<file path="src/sv/pll_divider_search_core_macros.svh">
// Assertion macros shared by the PLL divider search RTL.
// Included by files that carry concurrent assertions; depends on nothing.
`ifndef PLL_DIVIDER_SEARCH_CORE_MACROS_SVH
`define PLL_DIVIDER_SEARCH_CORE_MACROS_SVH

// Same-cycle implication, disabled while reset is asserted.
`define PDS_ASSERT_IMPL(label, clk, rst_n, ante, cons) \
    label: assert property (@(posedge clk) disable iff (!rst_n) (ante) |-> (cons)) \
        else $error("pll_divider_search_core: assertion failed");

// Next-cycle implication, disabled while reset is asserted.
`define PDS_ASSERT_NEXT(label, clk, rst_n, ante, cons) \
    label: assert property (@(posedge clk) disable iff (!rst_n) (ante) |=> (cons)) \
        else $error("pll_divider_search_core: assertion failed");

`endif

</file>
<file path="src/sv/pds_pkg.sv">
// Package for the PLL divider search: field widths, defaults and the
// types shared by the controller, the datapath and the top level.
package pds_pkg;

    localparam int REF_W      = 27;
    localparam int TGT_W      = 32;
    localparam int M_OUT_W    = 9;
    localparam int N_OUT_W    = 5;
    localparam int CODE_W     = 2;

    localparam logic [REF_W-1:0] REF_RESET = REF_W'(12000000);

    localparam int DEF_FEEDBACK_STEPS = 512;
    localparam int DEF_INPUT_STEPS    = 32;
    localparam int DEF_OUTPUT_STEPS   = 3;

    typedef enum logic [1:0] {
        ST_IDLE,
        ST_CHECK,
        ST_SEARCH,
        ST_DONE
    } pds_state_t;

    typedef enum logic [1:0] {
        RES_REF,
        RES_HIT,
        RES_MISS
    } pds_res_t;

    typedef struct packed {
        logic     load;
        logic     next_m;
        logic     next_n;
        logic     next_d;
        logic     finish;
        pds_res_t res_kind;
    } pds_cmd_t;

    typedef struct packed {
        logic ref_eq;
        logic hit;
        logic m_last;
        logic n_last;
        logic d_last;
    } pds_status_t;

endpackage

</file>
<file path="src/sv/pds_datapath.sv">
// Datapath of the PLL divider search: reference register, candidate
// counters, running products, match compare and result registers. Uses pds_pkg.
module pds_datapath #(
    parameter int FEEDBACK_STEPS = pds_pkg::DEF_FEEDBACK_STEPS,
    parameter int INPUT_STEPS    = pds_pkg::DEF_INPUT_STEPS,
    parameter int OUTPUT_STEPS   = pds_pkg::DEF_OUTPUT_STEPS
) (
    input  logic                          clk,
    input  logic                          rst_n,
    input  logic                          cfg_we,
    input  logic [pds_pkg::REF_W-1:0]     cfg_data,
    input  logic [pds_pkg::TGT_W-1:0]     target_freq,
    input  pds_pkg::pds_cmd_t             cmd,
    output pds_pkg::pds_status_t          status,
    output logic                          found,
    output logic [pds_pkg::M_OUT_W-1:0]   feedback_setting,
    output logic [pds_pkg::N_OUT_W-1:0]   input_setting,
    output logic [pds_pkg::CODE_W-1:0]    output_div_code
);
    import pds_pkg::*;

    localparam int M_W     = $clog2(FEEDBACK_STEPS);
    localparam int N_W     = $clog2(INPUT_STEPS);
    localparam int D_W     = (OUTPUT_STEPS > 1) ? $clog2(OUTPUT_STEPS) : 1;
    localparam int PROD_W  = REF_W + $clog2(FEEDBACK_STEPS + 2);
    localparam int Q_W     = $clog2(INPUT_STEPS + 2);
    localparam int BASE_W  = TGT_W + 1 + Q_W;
    localparam int BND_W   = BASE_W + OUTPUT_STEPS - 1;
    localparam int CMP_W   = (BND_W > PROD_W) ? BND_W : PROD_W;

    logic [REF_W-1:0]   ref_reg;
    logic [TGT_W-1:0]   target_reg,  target_next;
    logic [PROD_W-1:0]  prod_reg,    prod_next;
    logic [BASE_W-1:0]  lo_base_reg, lo_base_next;
    logic [BASE_W-1:0]  hi_base_reg, hi_base_next;
    logic [M_W-1:0]     m_reg,       m_next;
    logic [N_W-1:0]     n_reg,       n_next;
    logic [D_W-1:0]     d_reg,       d_next;

    logic               found_reg,   found_next;
    logic [M_OUT_W-1:0] fb_reg,      fb_next;
    logic [N_OUT_W-1:0] in_reg,      in_next;
    logic [CODE_W-1:0]  code_reg,    code_next;

    logic [TGT_W:0]     target_inc;
    logic [CMP_W-1:0]   lo_bound;
    logic [CMP_W-1:0]   hi_bound;
    logic [CMP_W-1:0]   prod_ext;
    logic [CODE_W-1:0]  d_ext;

    // The reference register is only written while the search is idle.
    always_ff @(posedge clk or negedge rst_n)
    begin
        if (!rst_n)
        begin
            ref_reg <= REF_RESET;
        end
        else if (cfg_we)
        begin
            ref_reg <= cfg_data;
        end
    end

    assign target_inc = {1'b0, target_reg} + (TGT_W + 1)'(1);

    // A candidate floor(P / q) >> d equals T exactly when
    // q * (T << d) <= P < q * ((T + 1) << d), so no divider is needed.
    assign prod_ext = CMP_W'(prod_reg);
    assign lo_bound = CMP_W'(lo_base_reg) << d_reg;
    assign hi_bound = CMP_W'(hi_base_reg) << d_reg;

    assign status.hit    = (prod_ext >= lo_bound) && (prod_ext < hi_bound);
    assign status.ref_eq = (target_reg == TGT_W'(ref_reg));
    assign status.m_last = (m_reg == M_W'(FEEDBACK_STEPS - 1));
    assign status.n_last = (n_reg == N_W'(INPUT_STEPS - 1));
    assign status.d_last = (d_reg == D_W'(OUTPUT_STEPS - 1));

    always_comb
    begin
        target_next  = target_reg;
        prod_next    = prod_reg;
        lo_base_next = lo_base_reg;
        hi_base_next = hi_base_reg;
        m_next       = m_reg;
        n_next       = n_reg;
        d_next       = d_reg;
        if (cmd.load)
        begin
            target_next  = target_freq;
            prod_next    = PROD_W'({ref_reg, 1'b0});
            lo_base_next = BASE_W'({target_freq, 1'b0});
            hi_base_next = BASE_W'({({1'b0, target_freq} + (TGT_W + 1)'(1)), 1'b0});
            m_next       = '0;
            n_next       = '0;
            d_next       = '0;
        end
        else if (cmd.next_m)
        begin
            prod_next = prod_reg + PROD_W'(ref_reg);
            m_next    = m_reg + M_W'(1);
        end
        else if (cmd.next_n)
        begin
            prod_next    = PROD_W'({ref_reg, 1'b0});
            lo_base_next = lo_base_reg + BASE_W'(target_reg);
            hi_base_next = hi_base_reg + BASE_W'(target_inc);
            m_next       = '0;
            n_next       = n_reg + N_W'(1);
        end
        else if (cmd.next_d)
        begin
            prod_next    = PROD_W'({ref_reg, 1'b0});
            lo_base_next = BASE_W'({target_reg, 1'b0});
            hi_base_next = BASE_W'({target_inc, 1'b0});
            m_next       = '0;
            n_next       = '0;
            d_next       = d_reg + D_W'(1);
        end
    end

    assign d_ext = CODE_W'(d_reg);

    always_comb
    begin
        found_next = found_reg;
        fb_next    = fb_reg;
        in_next    = in_reg;
        code_next  = code_reg;
        if (cmd.finish)
        begin
            unique case (cmd.res_kind)
                RES_HIT:
                begin
                    found_next = 1'b1;
                    fb_next    = M_OUT_W'(m_reg);
                    in_next    = N_OUT_W'(n_reg);
                    code_next  = d_ext + (d_ext >> 1);
                end
                RES_REF:
                begin
                    found_next = 1'b1;
                    fb_next    = '0;
                    in_next    = '0;
                    code_next  = '0;
                end
                default:
                begin
                    found_next = 1'b0;
                    fb_next    = '0;
                    in_next    = '0;
                    code_next  = '0;
                end
            endcase
        end
    end

    always_ff @(posedge clk)
    begin
        target_reg  <= target_next;
        prod_reg    <= prod_next;
        lo_base_reg <= lo_base_next;
        hi_base_reg <= hi_base_next;
        m_reg       <= m_next;
        n_reg       <= n_next;
        d_reg       <= d_next;
        found_reg   <= found_next;
        fb_reg      <= fb_next;
        in_reg      <= in_next;
        code_reg    <= code_next;
    end

    assign found            = found_reg;
    assign feedback_setting = fb_reg;
    assign input_setting    = in_reg;
    assign output_div_code  = code_reg;

endmodule

</file>
<file path="src/sv/pds_ctrl.sv">
// Controller of the PLL divider search: sequences the candidate loops
// and the result strobe. Uses pds_pkg.
module pds_ctrl (
    input  logic                 clk,
    input  logic                 rst_n,
    input  logic                 start,
    input  pds_pkg::pds_status_t status,
    output pds_pkg::pds_cmd_t    cmd,
    output logic                 busy,
    output logic                 done
);
    import pds_pkg::*;

    pds_state_t state_reg, state_next;

    always_ff @(posedge clk or negedge rst_n)
    begin
        if (!rst_n)
        begin
            state_reg <= ST_IDLE;
        end
        else
        begin
            state_reg <= state_next;
        end
    end

    always_comb
    begin
        state_next = state_reg;
        unique case (state_reg)
            ST_IDLE:
            begin
                if (start)
                begin
                    state_next = ST_CHECK;
                end
            end
            ST_CHECK:
            begin
                state_next = status.ref_eq ? ST_DONE : ST_SEARCH;
            end
            ST_SEARCH:
            begin
                if (status.hit
                    || (status.m_last && status.n_last && status.d_last))
                begin
                    state_next = ST_DONE;
                end
            end
            default:
            begin
                state_next = ST_IDLE;
            end
        endcase
    end

    always_comb
    begin
        cmd          = '0;
        cmd.res_kind = RES_MISS;
        unique case (state_reg)
            ST_IDLE:
            begin
                cmd.load = start;
            end
            ST_CHECK:
            begin
                cmd.finish   = status.ref_eq;
                cmd.res_kind = RES_REF;
            end
            ST_SEARCH:
            begin
                if (status.hit)
                begin
                    cmd.finish   = 1'b1;
                    cmd.res_kind = RES_HIT;
                end
                else if (!status.m_last)
                begin
                    cmd.next_m = 1'b1;
                end
                else if (!status.n_last)
                begin
                    cmd.next_n = 1'b1;
                end
                else if (!status.d_last)
                begin
                    cmd.next_d = 1'b1;
                end
                else
                begin
                    cmd.finish   = 1'b1;
                    cmd.res_kind = RES_MISS;
                end
            end
            default:
            begin
                cmd.finish = 1'b0;
            end
        endcase
    end

    assign busy = (state_reg != ST_IDLE);
    assign done = (state_reg == ST_DONE);

endmodule

</file>
<file path="src/sv/pll_divider_search_core.sv">
// Top level of the PLL divider search: ties the controller to the datapath.
// Depends on pds_pkg, pds_ctrl, pds_datapath and the assertion macro header.
`include "pll_divider_search_core_macros.svh"

// Channel   | Direction | Handshake                   | Payload
// ----------+-----------+-----------------------------+------------------------------------
// request   | in        | start, busy (taken if !busy) | target_freq
// result    | out       | done (one-cycle strobe)      | found, feedback_setting,
//           |           |                              | input_setting, output_div_code
// config    | in        | cfg_valid, cfg_ready         | cfg_data (reference frequency)
//
// A request is first checked against the reference, then tries one candidate per
// cycle in the single candidate compare unit, up to OUTPUT_STEPS * INPUT_STEPS *
// FEEDBACK_STEPS candidates; no new request is taken until the search is over.
// Reset clears the controller to idle and loads the reference with 12 MHz.
// The result registers hold their values until the next result; done is high
// for exactly one cycle with them, and busy drops in the following cycle.
module pll_divider_search_core #(
    parameter int FEEDBACK_STEPS = pds_pkg::DEF_FEEDBACK_STEPS,
    parameter int INPUT_STEPS    = pds_pkg::DEF_INPUT_STEPS,
    parameter int OUTPUT_STEPS   = pds_pkg::DEF_OUTPUT_STEPS
) (
    input  logic                          clk,
    input  logic                          rst_n,
    input  logic                          start,
    output logic                          busy,
    input  logic [pds_pkg::TGT_W-1:0]     target_freq,
    output logic                          done,
    output logic                          found,
    output logic [pds_pkg::M_OUT_W-1:0]   feedback_setting,
    output logic [pds_pkg::N_OUT_W-1:0]   input_setting,
    output logic [pds_pkg::CODE_W-1:0]    output_div_code,
    input  logic                          cfg_valid,
    output logic                          cfg_ready,
    input  logic [pds_pkg::REF_W-1:0]     cfg_data
);
    import pds_pkg::*;

    pds_cmd_t    cmd;
    pds_status_t status;
    logic        accept;

    // The reference may only change between requests. A request offered in
    // the same cycle goes first, and the write waits until the search is over.
    assign cfg_ready = !busy && !start;

    // The controller walks the output step, then the input divider, then the
    // feedback divider, and stops at the first exact candidate.
    pds_ctrl u_ctrl (
        .clk    (clk),
        .rst_n  (rst_n),
        .start  (start),
        .status (status),
        .cmd    (cmd),
        .busy   (busy),
        .done   (done)
    );

    // The datapath keeps running products, so each candidate costs only adds
    // and a pair of range compares instead of a division.
    pds_datapath #(
        .FEEDBACK_STEPS (FEEDBACK_STEPS),
        .INPUT_STEPS    (INPUT_STEPS),
        .OUTPUT_STEPS   (OUTPUT_STEPS)
    ) u_datapath (
        .clk              (clk),
        .rst_n            (rst_n),
        .cfg_we           (cfg_valid && cfg_ready),
        .cfg_data         (cfg_data),
        .target_freq      (target_freq),
        .cmd              (cmd),
        .status           (status),
        .found            (found),
        .feedback_setting (feedback_setting),
        .input_setting    (input_setting),
        .output_div_code  (output_div_code)
    );

    assign accept = start && !busy;

    `PDS_ASSERT_NEXT(a_accept_busy, clk, rst_n, accept, busy)
    `PDS_ASSERT_IMPL(a_done_busy, clk, rst_n, done, busy)
    `PDS_ASSERT_NEXT(a_done_single, clk, rst_n, done, !done && !busy)
    `PDS_ASSERT_IMPL(a_miss_zero, clk, rst_n, done && !found,
        (feedback_setting == '0) && (input_setting == '0) && (output_div_code == '0))
    `PDS_ASSERT_IMPL(a_code_legal, clk, rst_n, done, output_div_code != 2'd2)

endmodule

</file>
<file path="config.mk">
export PLATFORM = sky130hd
export DESIGN_NAME = pll_divider_search_core
export DESIGN_NICKNAME = d
export VERILOG_FILES = /design/src/sv/pds_pkg.sv /design/src/sv/pds_datapath.sv /design/src/sv/pds_ctrl.sv /design/src/sv/pll_divider_search_core.sv
export VERILOG_INCLUDE_DIRS = /design/src /design/src/sv
export SDC_FILE = /design/constraint.sdc
export NUM_CORES = 1
export LEC_CHECK = 0
export ABC_AREA = 0
export BUFFER_PORTS_ARGS = -buffer_cell sky130_fd_sc_hd__clkbuf_2
export CORE_ASPECT_RATIO = 0.6
export CORE_MARGIN = 10
export CORE_UTILIZATION = 49
export CTS_CLUSTER_DIAMETER = 40
export DETAILED_ROUTE_END_ITERATION = 7
export PLACE_DENSITY_LB_ADDON = 0.3
export SYNTH_ARGS = -nofsm -noshare
export SYNTH_HDL_FRONTEND = slang
export SYNTH_SLANG_ARGS = --single-unit
</file>
<file path="constraint.sdc">
create_clock -name clk -period 9 [get_ports clk]
set_clock_uncertainty 0.05 [all_clocks]
set_input_delay 0.45 -clock clk [delete_from_list [all_inputs] [get_ports clk]]
set_output_delay 0.45 -clock clk [all_outputs]
set_load 0.005 [all_outputs]
</file>
==> After elaboration in Yosys (flattened, before gate mapping) <==
Cells that the tools add are included.
{ "word_totals": {"output_inout_bits": 20, "inputBits": 63, "latch_bits": 0, "ff_bits": 209, "elab_cells": 96, "ram_bits": 0, "mem_count": 0, "mem_bits_ro": 0} }
{ "classes": {"shift": 2, "eq_ne": 11, "n_reduce_logical": 20, "order_cmp": 2, "div": 0, "n_bitwise": 2, "addsub": 9, "multipliers": 0, "mux": 34} }
{ "ops": {"columns": ["operator", "n"], "rows": [
  ["$mux W39", 4],
  ["$mux W37", 3],
  ["$shl A39 B2 Y41", 2],
  ["$mux W34", 2],
  ["$add A32 B1 Y33 const B", 2],
  ["$mux W33", 2],
  ["$ge A37 B41 Y1", 1],
  ["$lt A37 B41 Y1", 1],
  ["$add A39 B32 Y39", 1],
  ["$add A39 B33 Y39", 1],
  ["$add A37 B27 Y37", 1],
  ["$eq A32 B27 Y1", 1],
  ["$mux W28", 1],
  ["$mux W9", 3],
  ["$mux W5", 3],
  ["$mux W3", 4],
  ["$add A9 B1 Y9 const B", 1],
  ["$eq A9 B9 Y1 const B", 1],
  ["$eq A2 B2 Y1 const B", 3],
  ["$mux W1", 6],
  ["$pmux W2 S3", 1],
  ["$reduce_and A2 Y1", 3],
  ["$reduce_bool A3 Y1", 2],
  ["$add A5 B1 Y5 const B", 1],
  ["19 further kinds", 30]
]} }

==> Logic depth before layout (Yosys ltp) <==
{ "depth": {"word_depth": 10, "mapped_depth": 20, "mapped_depth_nobuf": 19} }

==> Cells and area by module <==
From an unflattened synthesis, not the netlist that was laid out.
{ "hier_totals": {"hier_cells": 1994, "area_unflattened_um2": 18504.0} }
{ "modules_own_cells": {"columns": ["mod", "area_per_inst_um2", "seq_area_each_um2", "cells_each", "instances"], "rows": [
  ["pds_datapath", 18228.7, 5703.0, 1962, 1],
  ["pds_ctrl", 259.0, 50.0, 30, 1],
  ["pll_divider_search_core", 16.3, 0.0, 2, 1]
]} }

==> Least setup slack after synthesis <==
Ideal clock, no wire load.
{ "synth_path": {"path_type": "flip-flop to flip-flop", "startpoint": "register u_datapath.d_reg[0] (netlist: u_datapath.d_ext[0])", "endpoint": "register u_datapath.fb_reg[0] (netlist: u_datapath.feedback_setting[0]), enable pin", "stages_incl_launch_ff": 18, "setup_time_ns": 0.417, "period_less_slack_ns": 5.375, "required_time_ns": 8.533, "setup_slack_ns": 3.625, "n_path_buf": 4, "t_arrival_ns": 4.908, "path_cell_list": "dfxtp_1 buf_2 buf_1 clkbuf_1 buf_1 mux2i_1 mux2i_1 inv_1 ha_1 a21oi_1 nand2_1 a221oi_1 a21oi_1 a311o_2 o21a_1 o21ai_0 nand2_1 a21boi_0"} }
{ "synth_lines": {"columns": ["item", "line", "text"], "rows": [
  ["start, declared", "pds_datapath.sv:38", "logic [D_W-1:0] d_reg, d_next;"],
  ["start signal, assigned", "pds_datapath.sv:165", "d_reg <= d_next;"],
  ["end signal, assigned", "pds_datapath.sv:167", "fb_reg <= fb_next;"],
  ["end, declared", "pds_datapath.sv:41", "logic [M_OUT_W-1:0] fb_reg, fb_next;"]
]} }

==> Worst setup path after layout <==
{ "layout_path": {"startpoint": "register u_datapath.d_reg[0] (netlist: u_datapath.d_ext[0])", "endpoint": "register u_datapath.lo_base_reg[30], enable pin"} }
{ "layout_between": {"elab_chain_len": 8, "elab_cells_between_ends": 14, "classes_between": "order compare: 2; eq/ne: 2; shift: 2; mux: 5; reduce/logical: 3"} }
{ "layout_lines": {"columns": ["item", "line", "text"], "rows": [
  ["parallel branches: the longest is 4 deep, another holds $ge A37 B41 Y1", null, null],
  ["$mux W3 (*)", "pds_ctrl.sv:74", "if (status.hit)"],
  ["$mux W3 (*)", "pds_ctrl.sv:62", "unique case (state_reg)"],
  ["$reduce_bool A3 Y1 (no source line)", null, null],
  ["$reduce_and A2 Y1 (no source line) (*)", null, null],
  ["end signal, assigned", "pds_datapath.sv:161", "lo_base_reg <= lo_base_next;"],
  ["end, declared", "pds_datapath.sv:34", "logic [BASE_W-1:0] lo_base_reg, lo_base_next;"]
]} }
Every way passes the cells marked *.
A chain may end at the register's enable or synchronous reset.

==> metrics.md <==
| Metric | Value |
|---|---|
| Synth Register Bits | `209` |
| Clock Tree Root | `clkbuf_16` |
| Unrepaired setup endpoints after global routing | `no` |
| Setup_tns | `0 ns` |
| Crit path DAT | `6.13 ns` |
| Final hold slack | `0.05061 ns` |
| Core area | `36,690 sq um` |
| Max-slew headroom | `27.37%` |
| Crit path largest cell delay | `0.87 ns` |
| Pre-CTS setup slack | `3.029 ns` |
| Die width | `270.1 um` |
| Largest net degree at the start of global routing | `64` |
| Worst path required time | `9.15 ns` |
| 1st-iter DRT viols | `1,861` |
| Max-Cap Viols | `0` |
| Via count | `16.50k` |
| P&R area growth vs syn | `10.16%` |
| Top cells by area, synth | `edfxtp_1, ha_1, xnor2_1, dfxtp_1, a21oi_1` |
| Peak supply drop | `0.1890 mV` |
| Final setup viols | `0` |
| Starting density of the core | `50.12%` |
| Final Util | `55.21%` |
| Chip height | `170.0 um` |
| Main flop type after synthesis | `edfxtp_1` |
| Largest area contributor in the netlist | `edfxtp_1` |
| Startpoint Class | `flop` |
| Status | `finished, final reports clean` |
| H-tree levels | `1` |
| Worst Setup End Kind | `flop` |
| Share of layout cells above drive strength 1 | `12.05%` |
| Wire length on met3 | `8.621 mm` |
| Clock Path Buffers | `3` |
| DR top layer | `met5` |
| Number of global-route vias before repair | `15.38k` |
| R2R cell count | `14` |
| Drt pass-1 iters | `7` |
| Max frequency | `167.2 MHz` |
| Synth top area share | `23.03%` |
| Crit path time final | `5.980 ns` |
| Worst-Skew Late Latency | `0.58 ns` |
| Drt drc | `0` |
| Finished Layout Cells | `2,621` |
| Syn Nets | `2,282` |
| Io pins | `83` |
| Crit Path Max Fanout | `57` |
| CP cell instances | `buf_4 > mux4_2 > inv_1 > ha_1 > nand4_1 > nor3_1 > a221o_1 > o31a_1 > o31ai_4 > nand2_2 > nand2_1 > a31oi_4 > inv_2 > buf_4` |
| FF-to-FF Start | `u_datapath.d_ext[0]$_SDFFE_PP0P_` |
| Reg clk slew, reported paths | `0.06 ns` |
| Grt ovf | `0` |
| Number of routed nets with antenna violations | `0` |
| Number of synthesized flops with an enable pin | `141` |
| Max Slew Vio Count | `0` |
| First-pass GRT wire length | `90.75 mm` |
| Placed insts | `2,561` |
| CTS tree | `yes` |
| Final Hold Fails | `0` |
| WL met2 | `22.61 mm` |
| Hold crit path type | `in -> reg` |
| Clock sinks | `209` |
| Post-DR wirelength/cell | `22.65 um` |
| Final period utilization | `66.44%` |
| M1 wire length | `27.03 mm` |
| Slew @ Worst Pin | `1.089 ns` |
| Final WL | `59.37 mm` |
| Initial antenna violation count | `2` |
| Die ar. | `45,920 sq um` |
| WS Path Type | `reg -> reg` |
| Site row count | `54` |
| Syn Inst Count | `2,040` |
| Via density per instance | `6.294` |
| Cts repair resizes | `0` |
| RR Endpoint | `u_datapath.lo_base_reg[30]$_DFFE_PP_` |
| Hold path depth | `2` |
| HP Start | `cfg_data[17]` |
| Hold endpoint | `u_datapath.ref_reg[17]$_DFFE_PN1P_` |
| TritonCTS Buffers | `31` |
| Sequential share of the synthesized area | `31.29%` |
| Post-Synthesis Cell Area | `18,390 sq um` |
| GRT Total Usage | `24.92%` |
| Syn. warnings | `0` |
| Final WS setup | `3.020 ns` |
| Count of buffers from port buffering | `82` |
| Final GP Congestion | `0.9857` |
| Average cell area after synthesis | `9.013 sq um` |
| Pwr Density | `329.5 nW/um^2` |
| Slowest CP cell | `dfxtp_4` |
| NumNets Final | `2,333` |
| Flop2flop setup slack | `3.02 ns` |
| Leakage | `8.155 nW` |
| DP HPWL | `45.90 mm` |
| Netlist cell types | `83` |
| Most frequent CP cell | `buf_4` |
| Ys async rst share | `13.88%` |
[per-stage QoR]
step | power, mW | cell area (sq um)
after detailed placement | 5.329 | 19210
after floorplan | 4.347 | 18390
final | 6.674 | 20250
after global routing | 7.149 | 20250
after global placement | 5.226 | 19210
after CTS | 6.587 | 20250
[synthesized netlist by cell type, drive strengths merged (21+ instances only)]
cell / count
ha: 176
nand2: 201
and3: 31
a31oi: 29
clkbuf: 50
mux2i: 63
inv: 113
buf: 29
xor2: 69
and2: 21
dfxtp: 39
edfxtp: 141
a211oi: 25
nor2b: 22
nor2: 138
o21ai: 171
mux2: 37
nand4: 38
a21o: 51
o22ai: 25
nor3: 28
mux4: 32
a21oi: 155
xnor2: 96
nand3: 51
[power by group]
| group | total [mW] | leakage [nW] | switching, mW | internal [mW] |
|---|---|---|---|---|
| Combinational | 3.47 | 5.70 | 2.04 | 1.43 |
| Clock | 1.23 | 0.500 | 0.488 | 0.738 |
| Sequential | 1.98 | 1.96 | 0.514 | 1.46 |
| Total | 6.67 | 8.15 | 3.04 | 3.63 |
[worst max path at each step]
stage               cells after the start                                      endpoint  slack, ns                              from
floorplan                              17  u_datapath.feedback_setting[0]$_SDFFCE_PP0P_       3.63  u_datapath.d_ext[0]$_SDFFE_PP0P_
global placement                       14          u_datapath.hi_base_reg[14]$_DFFE_PP_       3.18  u_datapath.d_ext[0]$_SDFFE_PP0P_
detailed placement                     14          u_datapath.hi_base_reg[15]$_DFFE_PP_       3.03  u_datapath.d_ext[0]$_SDFFE_PP0P_
CTS                                    14          u_datapath.lo_base_reg[29]$_DFFE_PP_       3.01  u_datapath.d_ext[0]$_SDFFE_PP0P_
global route                           14          u_datapath.hi_base_reg[18]$_DFFE_PP_       2.63  u_datapath.d_ext[0]$_SDFFE_PP0P_
finish                                 14          u_datapath.lo_base_reg[30]$_DFFE_PP_       3.02  u_datapath.d_ext[0]$_SDFFE_PP0P_
[worst max-delay path, delay by kind of cell, from the launching register on]
family	cells	cell delay (ns)
buffers and inverters	4	1.98
AO/OA/AOI/OAI	4	1.19
flip-flops	1	0.87
AND/OR/NAND/NOR	4	0.61
multiplexers	1	0.58
adder cells (fa/ha/maj)	1	0.25
[logic make-up (layout without fill, tap and decap cells)]
logic type | after synthesis | in the layout | share of synthesized area (%)
compound gates | 578 | 578 | 19.78
xor+xnor | 165 | 165 | 7.860
fa+ha+maj | 179 | 179 | 12.30
buf+inv | 192 | 268 | 4.165
flops | 209 | 209 | 31.29
mux | 132 | 132 | 9.615
other cells | 0 | 1 | 0
simple gates | 585 | 585 | 14.99
[final cells by class]
type	instances	area (sq um)
inverter	113	424.2
antenna	1	2.502
sequential	209	5758
tap	504	630.6
clock inverter	20	224.0
timing repair buffer	97	525.5
multi-input combinational	1639	11880
clock buffer	38	812.0
fill	3268	16430
[layer usage]
metal | vias up | global-route usage [%]
met5 | - | 0
met4 | 2 | 4.697
met3 | 87 | 8.357
met2 | 889 | 34.00
met1 | 7825 | 37.19
li1 | 7694 | -
[what timing repair did]
| item | 4_1_cts | 5_1_grt |
|---|---|---|
| endpoints found under the setup margin | 0 | 0 |
| hold buffers | 1 | 0 |
| setup buffers | 0 | 0 |
| hold endpoints to repair | 19 | 0 |
[cell usage in the layout (no fill, tap or decap), types with 7 or more instances in the layout]
cell type,synthesis,layout
edfxtp_1,141,141
nand3_1,51,50
a211oi_1,23,23
nand2_1,200,200
nor3_1,27,27
nor2b_1,22,22
clkbuf_16,0,31
nand2b_1,11,11
xor2_1,69,69
a22o_1,9,9
o22ai_1,25,25
and3_1,31,31
nor4_1,15,15
dfstp_2,10,10
ha_1,176,176
o31a_1,7,7
or3_1,7,7
o21ai_0,152,152
inv_1,111,110
a31oi_1,28,28
xnor2_1,96,96
dfrtp_1,19,19
o31ai_1,9,9
a21oi_1,155,155
o21a_1,14,14
mux2_2,37,37
o211ai_1,14,14
nand4_1,38,38
o21ai_1,19,19
and2_1,21,21
dfxtp_1,39,37
buf_4,1,14
mux4_2,32,32
o21bai_1,14,14
nor2_1,138,138
clkbuf_2,0,82
mux2i_1,63,63
a21o_1,51,50
Note: power is estimated with default switching activity, not from simulation.
